`src/rtl/core/dih_pkg.sv`:
```
// dih_pkg: types and constants shared by the dihedral angle pipeline.
// No dependencies; imported by every module of the block.
`default_nettype none

package dih_pkg;

	localparam int COORD_WIDTH  = 32;
	localparam int FRAC_BITS    = 16;
	localparam int VEC_BITS     = 20;
	localparam int SQRT_PAD     = 20;
	localparam int ANGLE_FRAC   = 24;
	localparam int CORDIC_STEPS = 25;
	localparam int MAG_BITS     = 30;
	localparam int PI_Z         = 52707179;

	localparam int ANGLE_W = FRAC_BITS + 3;
	localparam int VW      = VEC_BITS + 1;           // fitted vector component
	localparam int PW      = 2 * VW;                 // component product
	localparam int DW      = PW + 1;                 // dot products, cross product
	localparam int NW      = PW;                     // squared bond length
	localparam int TW      = DW + VW;                // triple product
	localparam int RAD_W   = NW + SQRT_PAD;          // sqrt radicand
	localparam int ROOT_W  = RAD_W / 2;
	localparam int XW      = DW + NW + SQRT_PAD / 2 + 3;
	localparam int ZW      = ANGLE_FRAC + 3;         // CORDIC angle accumulator

	localparam logic [ANGLE_FRAC-1:0] ATAN_TAB [CORDIC_STEPS] = '{
		13176795, 7778716, 4110060, 2086331, 1047214, 524117, 262123, 131069,
		65536, 32768, 16384, 8192, 4096, 2048, 1024, 512, 256, 128, 64, 32,
		16, 8, 4, 2, 1
	};

	typedef struct packed {
		logic signed [COORD_WIDTH-1:0] p0_x;
		logic signed [COORD_WIDTH-1:0] p0_y;
		logic signed [COORD_WIDTH-1:0] p0_z;
		logic signed [COORD_WIDTH-1:0] p1_x;
		logic signed [COORD_WIDTH-1:0] p1_y;
		logic signed [COORD_WIDTH-1:0] p1_z;
		logic signed [COORD_WIDTH-1:0] p2_x;
		logic signed [COORD_WIDTH-1:0] p2_y;
		logic signed [COORD_WIDTH-1:0] p2_z;
		logic signed [COORD_WIDTH-1:0] p3_x;
		logic signed [COORD_WIDTH-1:0] p3_y;
		logic signed [COORD_WIDTH-1:0] p3_z;
	} dih_in_t;

	typedef struct packed {
		logic signed [ANGLE_W-1:0] angle;
		logic                      degenerate;
	} dih_out_t;

	typedef struct packed {
		logic signed [VW-1:0] x;
		logic signed [VW-1:0] y;
		logic signed [VW-1:0] z;
	} vec_t;

	typedef struct packed {
		vec_t b0;
		vec_t b1;
		vec_t b2;
		logic deg;
	} vecs_t;

	typedef struct packed {
		logic signed [DW-1:0] d01;
		logic signed [DW-1:0] d12;
		logic signed [DW-1:0] d02;
		logic        [NW-1:0] n;
		logic signed [TW-1:0] t;
		logic                 deg;
	} dots_t;

	typedef struct packed {
		logic xneg;
		logic yneg;
		logic zero;
		logic deg;
	} quad_t;

endpackage

`default_nettype wire

```
`src/rtl/core/dih_isqrt.sv`:
```
// dih_isqrt: pipelined integer square root, one result bit per stage,
// with a side word carried alongside. Depends on dih_pkg.
`default_nettype none

module dih_isqrt #(
	parameter int RAD_W  = 62,
	parameter int SIDE_W = 8
) (
	input  logic                 clk,
	input  logic                 arst_n,
	input  logic                 en,
	input  logic                 in_valid,
	input  logic [RAD_W-1:0]     rad,
	input  logic [SIDE_W-1:0]    in_side,
	output logic                 out_valid,
	output logic [RAD_W/2-1:0]   root,
	output logic [SIDE_W-1:0]    out_side
);
	import dih_pkg::*;

	localparam int RT_W = RAD_W / 2;
	localparam int AW   = RAD_W + 1;

	logic [AW-1:0]     rem_s  [1:RT_W-1];
	logic [AW-1:0]     root_s [1:RT_W];
	logic [SIDE_W-1:0] side_s [1:RT_W];
	logic              vld_s  [1:RT_W];
	logic [AW-1:0]     rem_c  [RT_W];
	logic [AW-1:0]     root_c [RT_W];

	function automatic logic [2*AW-1:0] step_f(input logic [AW-1:0] r_in,
		input logic [AW-1:0] q_in, input int k);
		logic [AW-1:0] bitv, trial;
		bitv  = AW'(1) << (2 * (RT_W - 1 - k));
		trial = q_in + bitv;
		if (r_in >= trial)
			return {r_in - trial, (q_in >> 1) + bitv};
		else
			return {r_in, q_in >> 1};
	endfunction

	always_comb begin
		{rem_c[0], root_c[0]} = step_f(AW'(rad), '0, 0);
		for (int k = 1; k < RT_W; k++) begin
			{rem_c[k], root_c[k]} = step_f(rem_s[k], root_s[k], k);
		end
	end

	always_ff @(posedge clk or negedge arst_n) begin
		if (!arst_n) begin
			for (int k = 1; k <= RT_W; k++) vld_s[k] <= 1'b0;
		end else if (en) begin
			vld_s[1] <= in_valid;
			for (int k = 1; k < RT_W; k++) vld_s[k+1] <= vld_s[k];
		end
	end

	always_ff @(posedge clk) begin
		if (en) begin
			side_s[1] <= in_side;
			for (int k = 1; k < RT_W; k++) side_s[k+1] <= side_s[k];
			for (int k = 0; k < RT_W - 1; k++) rem_s[k+1] <= rem_c[k];
			for (int k = 0; k < RT_W; k++) root_s[k+1] <= root_c[k];
		end
	end

	assign out_valid = vld_s[RT_W];
	assign root      = root_s[RT_W][RT_W-1:0];
	assign out_side  = side_s[RT_W];

endmodule

`default_nettype wire

```
`config.mk`:
```
export PLATFORM = sky130hd
export DESIGN_NAME = dih_isqrt
export DESIGN_NICKNAME = d
export VERILOG_FILES = /design/src/rtl/core/dih_pkg.sv /design/src/rtl/core/dih_isqrt.sv
export SDC_FILE = /design/constraint.sdc
export NUM_CORES = 2
export LEC_CHECK = 0
export BUFFER_PORTS_ARGS = -buffer_cell sky130_fd_sc_hd__buf_2
export CORE_ASPECT_RATIO = 1.2
export CORE_MARGIN = 10
export CORE_UTILIZATION = 55
export CTS_CLUSTER_DIAMETER = 30
export DETAILED_ROUTE_END_ITERATION = 10
export GPL_ROUTABILITY_DRIVEN = 1
export GPL_TIMING_DRIVEN = 0
export PLACE_DENSITY_LB_ADDON = 0.1
export SYNTH_ARGS = -nofsm -noshare
export SYNTH_HDL_FRONTEND = slang
export SYNTH_SLANG_ARGS = --single-unit
```
`constraint.sdc`:
```
create_clock -name clk -period 4.74 [get_ports clk]
set_clock_uncertainty 0.1 [all_clocks]
set_input_delay 0.711 -clock clk [delete_from_list [all_inputs] [get_ports clk]]
set_output_delay 0.711 -clock clk [all_outputs]
set_load 0.01 [all_outputs]
```
* Yosys cells after proc, flatten, opt, wreduce, memory -nomap -nowiden *
Memory sizes are Yosys's and may differ from the RTL's.
Index checks and enable logic that the tools add are counted.

word-level totals
  register bits = 31
  RAM bits = 4,091
  input port bits = 74
  output and inout port bits = 40
  word-level logic and storage cells = 188
  memories = 3

cells by class
  add/sub/neg operators = 90
  $lt $le $gt $ge = 31
  mux-type cells = 33

memories
  memory  depth  width  rd ports  clocked after memory_dff  wr ports  RTL line         RTL
  root_s  31     63     31        0                         31        dih_isqrt.sv:25  logic [AW-1:0] root_s [1:RT_W];
  rem_s   30     63     30        0                         30        dih_isqrt.sv:24  logic [AW-1:0] rem_s [1:RT_W-1];
  side_s  31     8      31        0                         31        dih_isqrt.sv:26  logic [SIDE_W-1:0] side_s [1:RT_W];

operator list
  cell                    count
  $mux 126                30
  $ge 63x63->1            30
  $sub 63x63->63          29
  $add 62x1->63 const B   1
  $add 62x11->63 const B  1
  $add 62x13->63 const B  1
  $add 62x15->63 const B  1
  $add 62x17->63 const B  1
  $add 62x19->63 const B  1
  $add 62x21->63 const B  1
  $add 62x23->63 const B  1
  $add 62x25->63 const B  1
  $add 62x27->63 const B  1
  $add 62x29->63 const B  1
  $add 62x3->63 const B   1
  $add 62x31->63 const B  1
  $add 62x33->63 const B  1
  $add 62x35->63 const B  1
  $add 62x37->63 const B  1
  $add 62x39->63 const B  1
  $add 62x41->63 const B  1
  $add 62x43->63 const B  1
  $add 62x45->63 const B  1
  $add 62x47->63 const B  1
  other kinds (43)        44

* Logic depth before layout (Yosys ltp) *
An unclocked memory read counts as a cell.

  depth after elaboration = 4
  mapped depth = 15
  depth with buffers taken out = 12

* Worst setup path before layout *
No wires, ideal clock.

  path type = reg-to-reg
  from = register, netlist name rem_s[0][1359]
  to = register, netlist name rem_s[0][1447]
  library setup time = 0.258 ns
  arrival time = 3.165 ns
  data required time = 4.382 ns
  path slack = 1.217 ns
  cell stages (with the launch flop) = 12
  path buffers = 2
  clock period less this slack = 3.523 ns
  cells stage by stage = edfxtp_1 ha_1 clkbuf_1 nand4_1 or4_1 a31oi_1 nor4b_4 or3_4 or2_1 buf_2 or4_1 xnor2_1

==> impl_metrics.csv <==
group,metric,value,unit
global_routing,use_met1,26.1,%
route,first_pass_iters,6,
cells_and_area,fin_nets,10694,
clock_network,clk_path_buf_depth,4,
die,dieArea,244000,um2
synthesis,synthesis.area,124000,um2
clock_network,clock_latency,0.92,ns
worst_setup_path,worstSetupPathType,"flop to flop",
route,routed_via_density,5.82,
synthesis,synth_largest_area_cell,"edfxtp_1",
die,start_util,55.3,%
synthesis,synth_common_cells,"edfxtp_1 (2,634), inv_1 (651), nor2_1 (626), a21oi_1 (577), nand2_1 (576)",
run,drv_cap,0,
cells_and_area,multi_input_area,40700,um2
die,core,223000,um2
synthesis,synthFlopType,"edfxtp_1",
route,drtIter0Drc,5764,
route,wl_per_cell,22.5,um
worst_setup_path,start_kind,"flop",
synthesis,yosys_warnings,0,
clock_network,clk_pin_slew,0.07,ns
global_routing,grtUsageMet3,3.73,%
placement,dp_hpwl,224000,um
route,drt_wl_total,304000,um
die,die_width,453,um
global_routing,top_usage_layer,"met2",
global_routing,grt_max_degree,195,
synthesis,synth_seq_cells,2665,
timing,slew_headroom,5.91,%
synthesis,avgSynthCellArea,13.1,um2
synthesis,yosys-top-cells-area,"edfxtp_1 (64%), ha_1 (5.3%), xor2_1 (3.1%), xnor2_1 (3.0%), a21oi_1 (2.3%)",
cells_and_area,final_layout_size_suffix_gt1_share,11.3,%
route,ant_nets,0,
synthesis,yosysMostFrequentCell,"edfxtp_1",
synthesis,syn_nets,10049,
placement,gp_congestion,0.968,
global_routing,grt_pass1_vias,80132,
global_routing,track_usage,24.2,%
cells_and_area,nFillCells,16401,
timing,timing.final.crit_share,99.2,%
clock_network,cts_buffers,443,
worst_setup_path,cp_max_fo,10,
synthesis,ys_types,102,
worst_setup_path,worstPathArrival,5.19,ns
die,die-height,539,um
worst_setup_path,cp.required,5.22,ns
cells_and_area,final_core_util,64.9,%
timing,fmax,0.213,GHz
global_routing,grt_antenna_before_repair,4,
worst_setup_path,end_kind,"flop",
timing,final_hold_viol_count,0,
cells_and_area,area_growth_syn_to_layout,17.4,%
timing,tightest_slew,1.40,ns
synthesis,synth_top_cell_area_share,64.0,%
run_status,status,"finished clean",
die,rows,190,
timing,maxSlewViolCount,0,
power_and_ir_drop,powerDensity,533,nW/um2
synthesis,ys_seq_area_share,64.6,%
power_and_ir_drop,peakVddDrop,0.401,mV
timing,rsz0062_at_grt,"no",
timing,setup_viol,0,
power_and_ir_drop,power.total,77400,uW
global_routing,grt_overflow_total,0,
route,num_vias,78304,
clock_network,cts_tree,"yes",
global_routing,met2_usage,45.5,%
worst_hold_path,hold_path_class,"input port to flop",
clock_network,clock-sinks,2665,
cells_and_area,final-seq-area,79900,um2
die,io_pins,114,
global_routing,grt_pass1_wl,463000,um
clock_network,cts_root_buf,"clkbuf_16",
clock_network,cts_max_level,5,
power_and_ir_drop,p_leak,0.0550,uW
placement,place.port_buffers,113,
synthesis,synthArstFlopShare,1.16,%
route,drc,0,
timing,period_minus_slack,4.70,ns
synthesis,synth_edf_count,2634,
synthesis,syn_inst,9450,
[cells in the final DEF, fill, tap and decap left out, types with 80 or more instances in the layout]
| cell type | n |
|---|---|
| nand4_1 | 142 |
| nand2_1 | 576 |
| ha_1 | 524 |
| edfxtp_1 | 2634 |
| nor4_1 | 340 |
| nand2b_1 | 95 |
| o21ai_0 | 390 |
| a21o_1 | 227 |
| nand3_1 | 146 |
| o21a_1 | 104 |
| clkbuf_1 | 155 |
| clkbuf_16 | 452 |
| buf_2 | 129 |
| xnor2_1 | 424 |
| a21oi_1 | 575 |
| inv_1 | 650 |
| or3_1 | 80 |
| nor3_1 | 223 |
| mux2_2 | 108 |
| xor2_1 | 435 |
| nor2_1 | 625 |
[logic make-up after synthesis]
group | count (synthesis) | synth area share, %
DFF | 2665 | 64.6
adders and majority gates | 525 | 5.32
buffers and inverters | 846 | 2.66
and+or+nand+nor | 2693 | 11.3
muxes | 125 | 1.15
AOI/OAI and AO/OA | 1737 | 8.80
xor gates and xnor gates | 859 | 6.09
[final cells by class]
cell class / instances / area share (%)
multi-input cells: 5939 / 28.1
clock buffers: 480 / 7.86
well taps: 2976 / 2.57
plain buffers: 186 / 0.588
diodes: 11 / 0.0190
repair buffers: 208 / 1.29
flip-flops and latches: 2665 / 55.1
clock inverters: 345 / 2.86
inverters: 652 / 1.69
[worst max-delay path, stage by stage, from the launching register on]
cell and delay [ns]:
edfxtp_1 0.43, nor4_1 1.17, and4_1 0.36, nand4_1 0.21, nand4_1 0.22, o21ba_2 0.17
clkbuf_1 0.32, inv_1 0.15, clkbuf_1 0.56, clkbuf_1 0.56, a21oi_1 0.18
[metrics by stage]
step,TNS [ns],cells,setup slack [ns],area [um2],hold slack [ns]
3_3_place_gp,-,12539,-39.77,128000,0.300
5_1_grt,0,13460,0.00478,145000,0.0514
6_report,0,13462,0.0392,145000,0.0728
2_1_floorplan,0,9450,1.22,124000,0.300
3_5_place_dp,-436.66,12558,-1.65,128000,0.305
4_1_cts,0,13450,0.00434,145000,0.00931
[power by group]
group          internal [uW]  leakage, uW  switching (uW)  total [uW]
Sequential             29600       0.0258            2070       31700
Clock                  20900      0.00747           11800       32700
Combinational           5190       0.0217            7770       13000
[sequential cells by signal, indices dropped and copies added, names as in the netlist]
| register | count |
|---|---|
| vld_s | 30 |
| root_s | 496 |
| rem_s | 1890 |
| out_valid | 1 |
| side_s | 248 |
[routing by layer]
| layer | wire [um] | up-vias | share of wire (%) |
|---|---|---|---|
| met3 | 14300 | 845 | 4.7 |
| met2 | 163000 | 2370 | 54 |
| met1 | 109000 | 38031 | 36 |
| met4 | 17300 | 0 | 5.7 |
| li1 | - | 37058 | - |
| met5 | 0 | - | 0 |
[final timing paths]
kind	to	start	slack (ns)	depth (start not counted)
worst max-delay path	rem_s[0][1289]	rem_s[0][1242]	0.04	10
worst min register to register	side_s[0][178]	side_s[0][170]	0.31	0
worst min-delay path	rem_s[0][124]	rad[61]	0.07	3
worst max register to register	rem_s[0][1289]	rem_s[0][1242]	0.04	10
max in group asynchronous	vld_s[9]	arst_n	3.79	2
min in group asynchronous	out_valid	arst_n	0.31	2
[timing repair]
action                                  CTS  global route
setup buffers                             0             2
hold buffers                             70             0
pin swaps                                 4             5
gates resized for setup                  57            15
endpoints found under the setup margin  458            68
hold endpoints to repair                100             0
gates cloned                              3             1
Note: power is estimated with default switching activity, not from simulation.
